<file path="config.mk">
export PLATFORM = sky130hd
export DESIGN_NAME = utf8_stream_decoder_core_flat
export DESIGN_NICKNAME = d
export VERILOG_FILES = /design/src/rtl/u8dec_pkg.sv /design/src/rtl/u8dec_if.sv /design/src/rtl/u8dec_step.sv /design/src/rtl/utf8_stream_decoder_core.sv /design/src/flat_wrapper.sv
export VERILOG_INCLUDE_DIRS = /design/src /design/src/rtl
export SDC_FILE = /design/constraint.sdc
export NUM_CORES = 1
export LEC_CHECK = 0
export BUFFER_PORTS_ARGS = -buffer_cell sky130_fd_sc_hd__buf_4
export CAP_MARGIN = 0
export CELL_PAD_IN_SITES_DETAIL_PLACEMENT = 1
export CELL_PAD_IN_SITES_GLOBAL_PLACEMENT = 2
export CORE_AREA = 3 3 99 101
export DETAILED_ROUTE_END_ITERATION = 10
export DIE_AREA = 0 0 102 104
export GPL_TIMING_DRIVEN = 0
export PLACE_DENSITY = 0.8
export SLEW_MARGIN = 20
export SYNTH_ARGS = -nofsm -noshare
export SYNTH_HDL_FRONTEND = slang
export SYNTH_HIERARCHICAL = 1
export SYNTH_SLANG_ARGS = --single-unit
</file>
<file path="constraint.sdc">
create_clock -name clk -period 3.2 [get_ports clk]
set_input_delay 0.32 -clock clk [delete_from_list [all_inputs] [get_ports clk]]
set_output_delay 0.32 -clock clk [all_outputs]
set_load 0.01 [all_outputs]
</file>
<file path="src/rtl/utf8_stream_decoder_core_defines.svh">
// Assertion macros for the UTF-8 stream decoder.
`ifndef UTF8_STREAM_DECODER_CORE_DEFINES_SVH
`define UTF8_STREAM_DECODER_CORE_DEFINES_SVH

// Same-cycle implication, checked outside reset.
`define U8D_ASSERT_NOW(label, clk, rst_n, ante, cons) \
  label: assert property (@(posedge clk) disable iff (!rst_n) (ante) |-> (cons)) \
    else $error("u8dec assertion failed");

// Next-cycle implication, checked outside reset.
`define U8D_ASSERT_NEXT(label, clk, rst_n, ante, cons) \
  label: assert property (@(posedge clk) disable iff (!rst_n) (ante) |=> (cons)) \
    else $error("u8dec assertion failed");

`endif

</file>
<file path="src/rtl/u8dec_pkg.sv">
package u8dec_pkg;

  localparam int unsigned CP_W = 21;
  localparam int unsigned PV_W = 31;
  localparam int unsigned REM_W = 3;
  localparam int unsigned KIND_W = 2;

  localparam logic [KIND_W-1:0] KIND_OK  = 2'd0;
  localparam logic [KIND_W-1:0] KIND_ERR = 2'd1;
  localparam logic [KIND_W-1:0] KIND_EOF = 2'd2;

  localparam logic [CP_W-1:0] ERR_CP = 21'h00FFFD;
  localparam logic [PV_W-1:0] MAX_CP = 31'h0010FFFF;

  typedef logic [KIND_W-1:0] kind_t;

  // Decoder state carried between items.
  typedef struct packed {
    logic [PV_W-1:0]  partial_value;
    logic [REM_W-1:0] bytes_remaining;
  } dec_state_t;

  // One optional result of a decode step.
  typedef struct packed {
    logic            vld;
    logic [CP_W-1:0] code_point;
    kind_t           kind;
  } dec_result_t;

  // Total sequence length of a lead byte, 0 for a bad lead.
  function automatic logic [REM_W-1:0] lead_length(input logic [7:0] b);
    logic [REM_W-1:0] len;
    priority casez (b)
      8'b0???????: len = 3'd1;
      8'b10??????: len = 3'd0;
      8'b110?????: len = 3'd2;
      8'b1110????: len = 3'd3;
      8'b11110???: len = 3'd4;
      8'b111110??: len = 3'd5;
      8'b1111110?: len = 3'd6;
      default:     len = 3'd0;
    endcase
    return len;
  endfunction

  // Payload bits of a multi-byte lead byte.
  function automatic logic [6:0] lead_payload(input logic [7:0] b);
    logic [6:0] p;
    priority casez (b)
      8'b110?????: p = {2'b00, b[4:0]};
      8'b1110????: p = {3'b000, b[3:0]};
      8'b11110???: p = {4'b0000, b[2:0]};
      8'b111110??: p = {5'b00000, b[1:0]};
      8'b1111110?: p = {6'b000000, b[0]};
      default:     p = 7'd0;
    endcase
    return p;
  endfunction

  // Range, surrogate and noncharacter check on a completed value.
  function automatic logic value_ok(input logic [PV_W-1:0] v);
    logic bad;
    bad = (v > MAX_CP)
       || (v[15:1] == 15'h7FFF)
       || ((v >= 31'h0000D800) && (v <= 31'h0000DFFF))
       || ((v >= 31'h0000FDD0) && (v <= 31'h0000FDEF));
    return !bad;
  endfunction

endpackage

</file>
<file path="src/rtl/u8dec_if.sv">
// Byte channel: one byte or an end-of-file mark per item.
interface u8dec_byte_if;
  logic       valid;
  logic       ready;
  logic [7:0] byte_value;
  logic       end_marker;

  modport source (output valid, output byte_value, output end_marker, input ready);
  modport sink   (input valid, input byte_value, input end_marker, output ready);
endinterface

// Result channel: one decoded code point with its kind per item.
interface u8dec_cp_if;
  logic                          valid;
  logic                          ready;
  logic [u8dec_pkg::CP_W-1:0]    code_point;
  logic [u8dec_pkg::KIND_W-1:0]  result_kind;

  modport source (output valid, output code_point, output result_kind, input ready);
  modport sink   (input valid, input code_point, input result_kind, output ready);
endinterface

</file>
<file path="src/rtl/u8dec_step.sv">
// One decode step: current state plus one byte gives next state and an
// optional result.
module u8dec_step (
  input  u8dec_pkg::dec_state_t  state_i,
  input  logic [7:0]             byte_i,
  input  logic                   eof_i,
  output u8dec_pkg::dec_state_t  state_o,
  output u8dec_pkg::dec_result_t res_o
);

  logic [u8dec_pkg::REM_W-1:0] len;
  logic [u8dec_pkg::REM_W-1:0] rem_dec;
  logic [u8dec_pkg::PV_W-1:0]  shifted;
  logic                        is_cont;

  assign len     = u8dec_pkg::lead_length(byte_i);
  assign rem_dec = state_i.bytes_remaining - 3'd1;
  assign shifted = {state_i.partial_value[u8dec_pkg::PV_W-7:0], byte_i[5:0]};
  assign is_cont = (byte_i[7:6] == 2'b10);

  always_comb begin
    // Any result returns the decoder to idle.
    state_o         = '0;
    res_o.vld       = 1'b1;
    res_o.code_point = u8dec_pkg::ERR_CP;
    res_o.kind      = u8dec_pkg::KIND_ERR;
    if (state_i.bytes_remaining == '0) begin
      if (eof_i) begin
        res_o.code_point = '0;
        res_o.kind       = u8dec_pkg::KIND_EOF;
      end else if (len == 3'd1) begin
        res_o.code_point = {13'd0, byte_i};
        res_o.kind       = u8dec_pkg::KIND_OK;
      end else if (len != 3'd0) begin
        res_o.vld                = 1'b0;
        state_o.partial_value    = {24'd0, u8dec_pkg::lead_payload(byte_i)};
        state_o.bytes_remaining  = len - 3'd1;
      end
    end else if (!eof_i && is_cont) begin
      if (rem_dec != '0) begin
        res_o.vld               = 1'b0;
        state_o.partial_value   = shifted;
        state_o.bytes_remaining = rem_dec;
      end else if (u8dec_pkg::value_ok(shifted)) begin
        res_o.code_point = shifted[u8dec_pkg::CP_W-1:0];
        res_o.kind       = u8dec_pkg::KIND_OK;
      end
    end
  end

endmodule

</file>
<file path="src/rtl/utf8_stream_decoder_core.sv">
// UTF-8 stream decoder core.
// in_ch carries one item per handshake: a raw byte, or an end-of-file mark
// when end_marker is set (byte_value is then ignored). out_ch carries zero or
// one result item per input item: a code point with result_kind 0 (valid),
// 1 (decoding error, code point 0xFFFD) or 2 (end of file, code point 0).
// A valid lead or continuation byte that does not yet complete a character gives no item.
// Both channels use valid/ready; an item moves when both are high.
// A result's last byte is held in the input register; the decode step then
// loads the result register from it once the result register is empty or
// out_ch is ready.
// Throughput: one byte per cycle while out_ch does not stall, set by the
// single decode step that reads the input register and the partial-value
// state and writes the result register in the same cycle.
// Reset (rst_n low, synchronous) empties both registers and puts the decoder
// idle with no partial value.
// When the receiver stalls, the result register holds its item and the input
// register takes one more byte; in_ch.ready then drops until out_ch moves.
`include "utf8_stream_decoder_core_defines.svh"

module utf8_stream_decoder_core (
  input  logic                clk,
  input  logic                rst_n,
  u8dec_byte_if.sink          in_ch,
  u8dec_cp_if.source          out_ch
);

  // Input register
  logic       in_vld_r;
  logic       in_vld_nxt;
  logic [7:0] in_byte_r;
  logic       in_eof_r;

  // Decoder state
  u8dec_pkg::dec_state_t  state_r;
  u8dec_pkg::dec_state_t  state_nxt;
  u8dec_pkg::dec_state_t  step_state;
  u8dec_pkg::dec_result_t step_res;

  // Result register
  logic                          out_vld_r;
  logic                          out_vld_nxt;
  logic [u8dec_pkg::CP_W-1:0]    out_cp_r;
  u8dec_pkg::kind_t              out_kind_r;

  logic adv;     // the byte in the input register is decoded this cycle
  logic in_acc;

  assign adv    = in_vld_r && (!out_vld_r || out_ch.ready);
  assign in_acc = in_ch.valid && in_ch.ready;

  assign in_ch.ready = !in_vld_r || adv;

  u8dec_step u_step (
    .state_i (state_r),
    .byte_i  (in_byte_r),
    .eof_i   (in_eof_r),
    .state_o (step_state),
    .res_o   (step_res)
  );

  always_comb begin
    in_vld_nxt = in_vld_r;
    if (in_ch.ready) begin
      in_vld_nxt = in_ch.valid;
    end
  end

  always_comb begin
    state_nxt   = state_r;
    out_vld_nxt = out_vld_r;
    if (adv) begin
      state_nxt   = step_state;
      out_vld_nxt = step_res.vld;
    end else if (out_ch.ready) begin
      out_vld_nxt = 1'b0;
    end
  end

  always_ff @(posedge clk) begin
    if (!rst_n) begin
      in_vld_r  <= 1'b0;
      out_vld_r <= 1'b0;
      state_r   <= '0;
    end else begin
      in_vld_r  <= in_vld_nxt;
      out_vld_r <= out_vld_nxt;
      state_r   <= state_nxt;
    end
  end

  // Payload registers, no reset needed.
  always_ff @(posedge clk) begin
    if (in_acc) begin
      in_byte_r <= in_ch.byte_value;
      in_eof_r  <= in_ch.end_marker;
    end
    if (adv && step_res.vld) begin
      out_cp_r   <= step_res.code_point;
      out_kind_r <= step_res.kind;
    end
  end

  assign out_ch.valid       = out_vld_r;
  assign out_ch.code_point  = out_cp_r;
  assign out_ch.result_kind = out_kind_r;

  // At most five continuation bytes are ever pending.
  `U8D_ASSERT_NOW(a_rem_range, clk, rst_n, 1'b1, state_r.bytes_remaining <= 3'd5)
  // Every emitted result leaves the decoder idle and cleared.
  `U8D_ASSERT_NEXT(a_idle_after_result, clk, rst_n, adv && step_res.vld,
                   (state_r.bytes_remaining == 3'd0) && (state_r.partial_value == '0))
  // End-of-file results carry code point zero; errors carry 0xFFFD.
  `U8D_ASSERT_NOW(a_eof_zero, clk, rst_n,
                  out_vld_r && (out_kind_r == u8dec_pkg::KIND_EOF), out_cp_r == '0)
  `U8D_ASSERT_NOW(a_err_cp, clk, rst_n,
                  out_vld_r && (out_kind_r == u8dec_pkg::KIND_ERR),
                  out_cp_r == u8dec_pkg::ERR_CP)

endmodule
</file>
<file path="src/flat_wrapper.sv">
// flat-port wrapper written by rule: the top's interface ports become plain ports
module utf8_stream_decoder_core_flat 
  (clk, rst_n, in_ch_valid, in_ch_byte_value, in_ch_end_marker, in_ch_ready, out_ch_valid, out_ch_code_point, out_ch_result_kind, out_ch_ready);
  u8dec_byte_if in_ch_i ();
  u8dec_cp_if out_ch_i ();
  input  logic clk;
  input  logic rst_n;
  input wire logic [$bits(in_ch_i.valid)-1:0] in_ch_valid;
  input wire logic [$bits(in_ch_i.byte_value)-1:0] in_ch_byte_value;
  input wire logic [$bits(in_ch_i.end_marker)-1:0] in_ch_end_marker;
  output wire logic [$bits(in_ch_i.ready)-1:0] in_ch_ready;
  output wire logic [$bits(out_ch_i.valid)-1:0] out_ch_valid;
  output wire logic [$bits(out_ch_i.code_point)-1:0] out_ch_code_point;
  output wire logic [$bits(out_ch_i.result_kind)-1:0] out_ch_result_kind;
  input wire logic [$bits(out_ch_i.ready)-1:0] out_ch_ready;
  assign in_ch_i.valid = in_ch_valid;
  assign in_ch_i.byte_value = in_ch_byte_value;
  assign in_ch_i.end_marker = in_ch_end_marker;
  assign in_ch_ready = in_ch_i.ready;
  assign out_ch_valid = out_ch_i.valid;
  assign out_ch_code_point = out_ch_i.code_point;
  assign out_ch_result_kind = out_ch_i.result_kind;
  assign out_ch_i.ready = out_ch_ready;
  utf8_stream_decoder_core u_core (.clk(clk), .rst_n(rst_n), .in_ch(in_ch_i), .out_ch(out_ch_i));
endmodule
</file>
; Word level (Yosys, flattened, before mapping)
; Cells that the tools add are included.
[classes]
n_reduce_logical = 18
n_mux = 20
shifts = 0
add_sub_neg = 2
n_lt_le_gt_ge = 5
bitwise_logic = 1
n_div = 0
eq_ne = 8
n_mul = 0
[ops]
columns = cell, count
row1 = $mux 28, 3
row2 = $ge 31x16->1 const B, 2
row3 = $le 31x16->1 const B, 2
row4 = $mux 24, 2
row5 = $mux 23, 2
row6 = $mux 18, 2
row7 = $gt 31x21->1 const B, 1
row8 = $mux 10, 3
row9 = $pmux 5 s5, 1
row10 = $pmux 3 s6, 1
row11 = $eq 15x15->1 const B, 1
row12 = $eq 7x7->1 const B, 1
row13 = $eq 6x6->1 const B, 1
row14 = $logic_and 1x1->1, 6
row15 = $mux 1, 6
row16 = $reduce_bool 3->1, 2
row17 = $sub 3x1->3 const B, 2
row18 = $eq 5x5->1 const B, 1
row19 = $logic_or 1x1->1, 5
row20 = $eq 4x4->1 const B, 1
row21 = $eq 3x1->1 const B, 1
row22 = $eq 3x3->1 const B, 1
row23 = $logic_not 1->1, 3
row24 = $logic_not 3->1, 1
row25 = 3 further kinds, 3
[totals]
reg_bits = 62
output_inout_bits = 25
latchBits = 0
elab_cells = 62
in_bits = 13
mem_count = 0
ramBits = 0
romBits = 0

; Depth between registers and ports, before layout
[logic_depth]
depth_word = 9
ltp_mapped = 12
ltp_nobuf = 12

; Modules after synthesis
; The synthesis kept the hierarchy.
[modules_own_cells]
columns = mod, seq_area_each_um2, instances, area_each_um2, cells_per_inst
row1 = utf8_stream_decoder_core, 1681.6, 1, 2442.3, 192
row2 = u8dec_step, 0.0, 1, 882.1, 141

; Worst setup path after synthesis
; No wires, ideal clock.
[synth_path]
kind = register to register
from = register u_core/state_r[0] in the netlist's numbering
to = register u_core.out_cp_r, in the netlist u_core/out_ch.code_point[0] (enable)
n_path_buf = 2
setup_slack_ps = 217
arrival_ps = 2580
setup_ps = 403
required_ps = 2797
synth_period_minus_slack_ps = 2983
path_stages_with_launch = 10
cell_sequence = dfxtp_1 inv_1 ha_1 nor2b_1 clkbuf_1 a2111oi_2 clkbuf_1 nor2_1 nand2_1 nor2_1
[synth_rtl]
columns = element, line
row1 = start: declaration, utf8_stream_decoder_core.sv:34  ; u8dec_pkg::dec_state_t state_r;
row2 = start signal: assignment, utf8_stream_decoder_core.sv:87  ; state_r <= state_nxt;
row3 = end signal: assignment, utf8_stream_decoder_core.sv:98  ; out_cp_r <= step_res.code_point;
row4 = end: declaration, utf8_stream_decoder_core.sv:42  ; logic [u8dec_pkg::CP_W-1:0] out_cp_r;

==> out/qor.csv <==
stage,metric,value,unit
critical_path,cp-startpoint,u_core/state_r[0],
timing,setup_ws,0.311,ns
timing,slew_headroom,59.1,%
layout,nets,369,
clock_tree,clockBufferDepth,2,
timing,fmax,346,MHz
clock_tree,tritoncts,yes,
layout,multiInputGateArea,1330,sq um
clock_tree,ctsHoldBuffers,0,
layout,final_util,40.2,%
layout,final_cell_area,3670,sq um
global_routing,antenna_found_initial,0,
critical_path,worst_path_most_repeated_cell,clkbuf_1,
clock_tree,numCtsBuffers,9,
power_and_ir_drop,leakagePower,1.34,nW
critical_path,cpLargestDelayFamily,buffers and inverters,
logic_synthesis,ys_warn_count,6,
power_and_ir_drop,intPower,1.29,mW
power_and_ir_drop,power.density,463,nW/um^2
power_and_ir_drop,pwr-share-clk,38.8,%
clock_tree,post-cts-setup-buffers,0,
timing,period_minus_slack,2.89,ns
critical_path,cp-start-kind,flip-flop,
power_and_ir_drop,sw_frac_of_total,24.1,%
timing,hold_viol_final,0,
power_and_ir_drop,switching_power,0.409,mW
die,die-area,10600,sq um
logic_synthesis,synth.avg_cell_area,10.1,sq um
min_path,hold_class,primary input to flip-flop,
layout,final_cell_mix,"nand2_1 (71), buf_4 (37), edfxtp_1 (32)",
die,die_width,102,microns
clock_tree,cts_num_sinks,62,
route,wl_per_cell,15.7,microns
clock_tree,cts.repair.resized,0,
critical_path,endpoint_kind,flip-flop,
clock_tree,clk_latency,0.35,ns
clock_tree,cts.root.buffer_cell,clkbuf_8,
placed_design,pre_cts_slack,0.310,ns
layout,register_area,1560,sq um
die,rows,35,
outcome,status,"complete, no violations",
placed_design,gp_congestion,0.791,
route,drtAntennaViolNets,0,
critical_path,cp_slowest_cell,clkbuf_1,
timing,setup_violations,0,
route,vias,2345,
logic_synthesis,syn_inst,303,
route,drc,0,
critical_path,cp.required,3.24,ns
timing,tightest_slew,0.613,ns
die,initial_utilization,33.6,%
layout,drive_gt1_share,19.1,%
timing,slew_violations,0,
clock_tree,clkSlewWorstSetupHoldPaths,0.07,ns
critical_path,arrival,2.93,ns
layout,fill_cells,1052,
critical_path,r2r_slack,0.31,ns
critical_path,worst-path-buf-inv,4,
die,core_area,9110,sq um
route,routed_wl,7310,microns
clock_tree,h-tree-depth,3,
logic_synthesis,synthesis.area,3060,sq um
critical_path,path_cells,"inv_1, ha_1, nor2b_1, clkbuf_1, a2111oi_2, clkbuf_1, nor2_1, nand2_1, nor2_2, buf_6",
critical_path,max_stage_delay,0.42,ns
timing,fin_crit_sh,90.3,%
placed_design,port_buffers,36,
global_routing,grt-ovfl-total,0,
die,die_h,104,microns
timing,rsz0062_at_grt,no,
route,drtPass1Iterations,4,
critical_path,crit_type,flip-flop to flip-flop,
min_path,min_to,u_core/in_eof_r,
global_routing,grtUsageTotal,14.5,%
global_routing,grt_max_degree,18,
min_path,hold_depth,1,
route,drtIter0Drc,55,
placed_design,post-dp-hpwl,5300,microns
layout,instances_no_fill,467,
power_and_ir_drop,pwr-share-seq,51.6,%
logic_synthesis,syn_nets,321,
placed_design,dpl_cell_area,3480,sq um
critical_path,r2r-end,u_core/out_ch.code_point[13],
critical_path,cp_max_fo,17,
power_and_ir_drop,combPwrFrac,9.7,%
min_path,hp-start,in_ch_end_marker,
layout,mostFrequentLayoutCell,nand2_1,
job,drv_cap,0,
route,avgViaCountPerCell,5.02,
layout,diodes,0,
placed_design,dp.cells,451,
global_routing,grt_pass1_vias,2346,
die,io_pins,38,
critical_path,rr_startpoint,u_core/state_r[0],
timing,fin_skew,0.0103,ns
critical_path,ff2ff_path_depth,10,
global_routing,grt_pass1_wl,12000,microns
layout,area.growth.synth_to_final,19.7,%
power_and_ir_drop,ir_drop,153,uV
-- layout make-up --
type | count | area share [%]
flip-flops and latches | 62 | 42.6
multi-input cells | 212 | 36.2
repair buffers | 37 | 7.68
plain buffers | 22 | 4.06
well taps | 111 | 3.79
clock buffers | 10 | 3.48
clock inverters | 6 | 1.47
inverters | 7 | 0.717
-- metrics by stage --
stage	setup TNS [ns]	hold slack (ns)	power [mW]
floorplan	0	0.419	0.993
global placement	-11.93	0.444	1.05
detailed placement	0	0.457	1.06
CTS	0	0.131	1.71
global route	0	0.124	1.77
finish	0	0.144	1.70
-- metal layers --
layer	part of all wire (%)	wire, microns	track usage (%)	vias up
met2	48	3480	22.2	49
met1	47	3460	19.6	1144
met5	0	0	0	-
met4	1.6	114	5.34	0
li1	-	-	-	1143
met3	3.5	257	3.42	9
-- worst max-delay path by stage --
stage / to / slack [ns] / depth (start not counted)
after global placement: u_core/out_ch.code_point[18] / -0.52 / 9
after detailed placement: u_core/out_ch.code_point[18] / 0.31 / 10
after floorplan: u_core/out_ch.code_point[0] / 0.25 / 9
final: u_core/out_ch.code_point[13] / 0.31 / 10
after global routing: u_core/out_ch.code_point[13] / 0.01 / 10
after CTS: u_core/out_ch.code_point[13] / 0.30 / 10
-- flip-flops by register name, summed over array words and instances (netlist names) --
name and flops:
u_core/in_vld_r 1, u_core/out_ch.code_point 21, u_core/state_r 28, u_core/out_ch.result_kind 2
u_core/in_eof_r 1, u_core/out_ch.valid 1, u_core/in_byte_r 8
-- power by group through the flow --
stage | sequential [mW] | combinational [mW] | clock, mW
floorplan | 0.899 | 0.0941 | 0
global placement | 0.892 | 0.159 | 0
detailed placement | 0.893 | 0.165 | 0
CTS | 0.875 | 0.166 | 0.672
global route | 0.877 | 0.180 | 0.716
finish | 0.875 | 0.164 | 0.658
No activity file was read; power rests on OpenSTA's default activity.
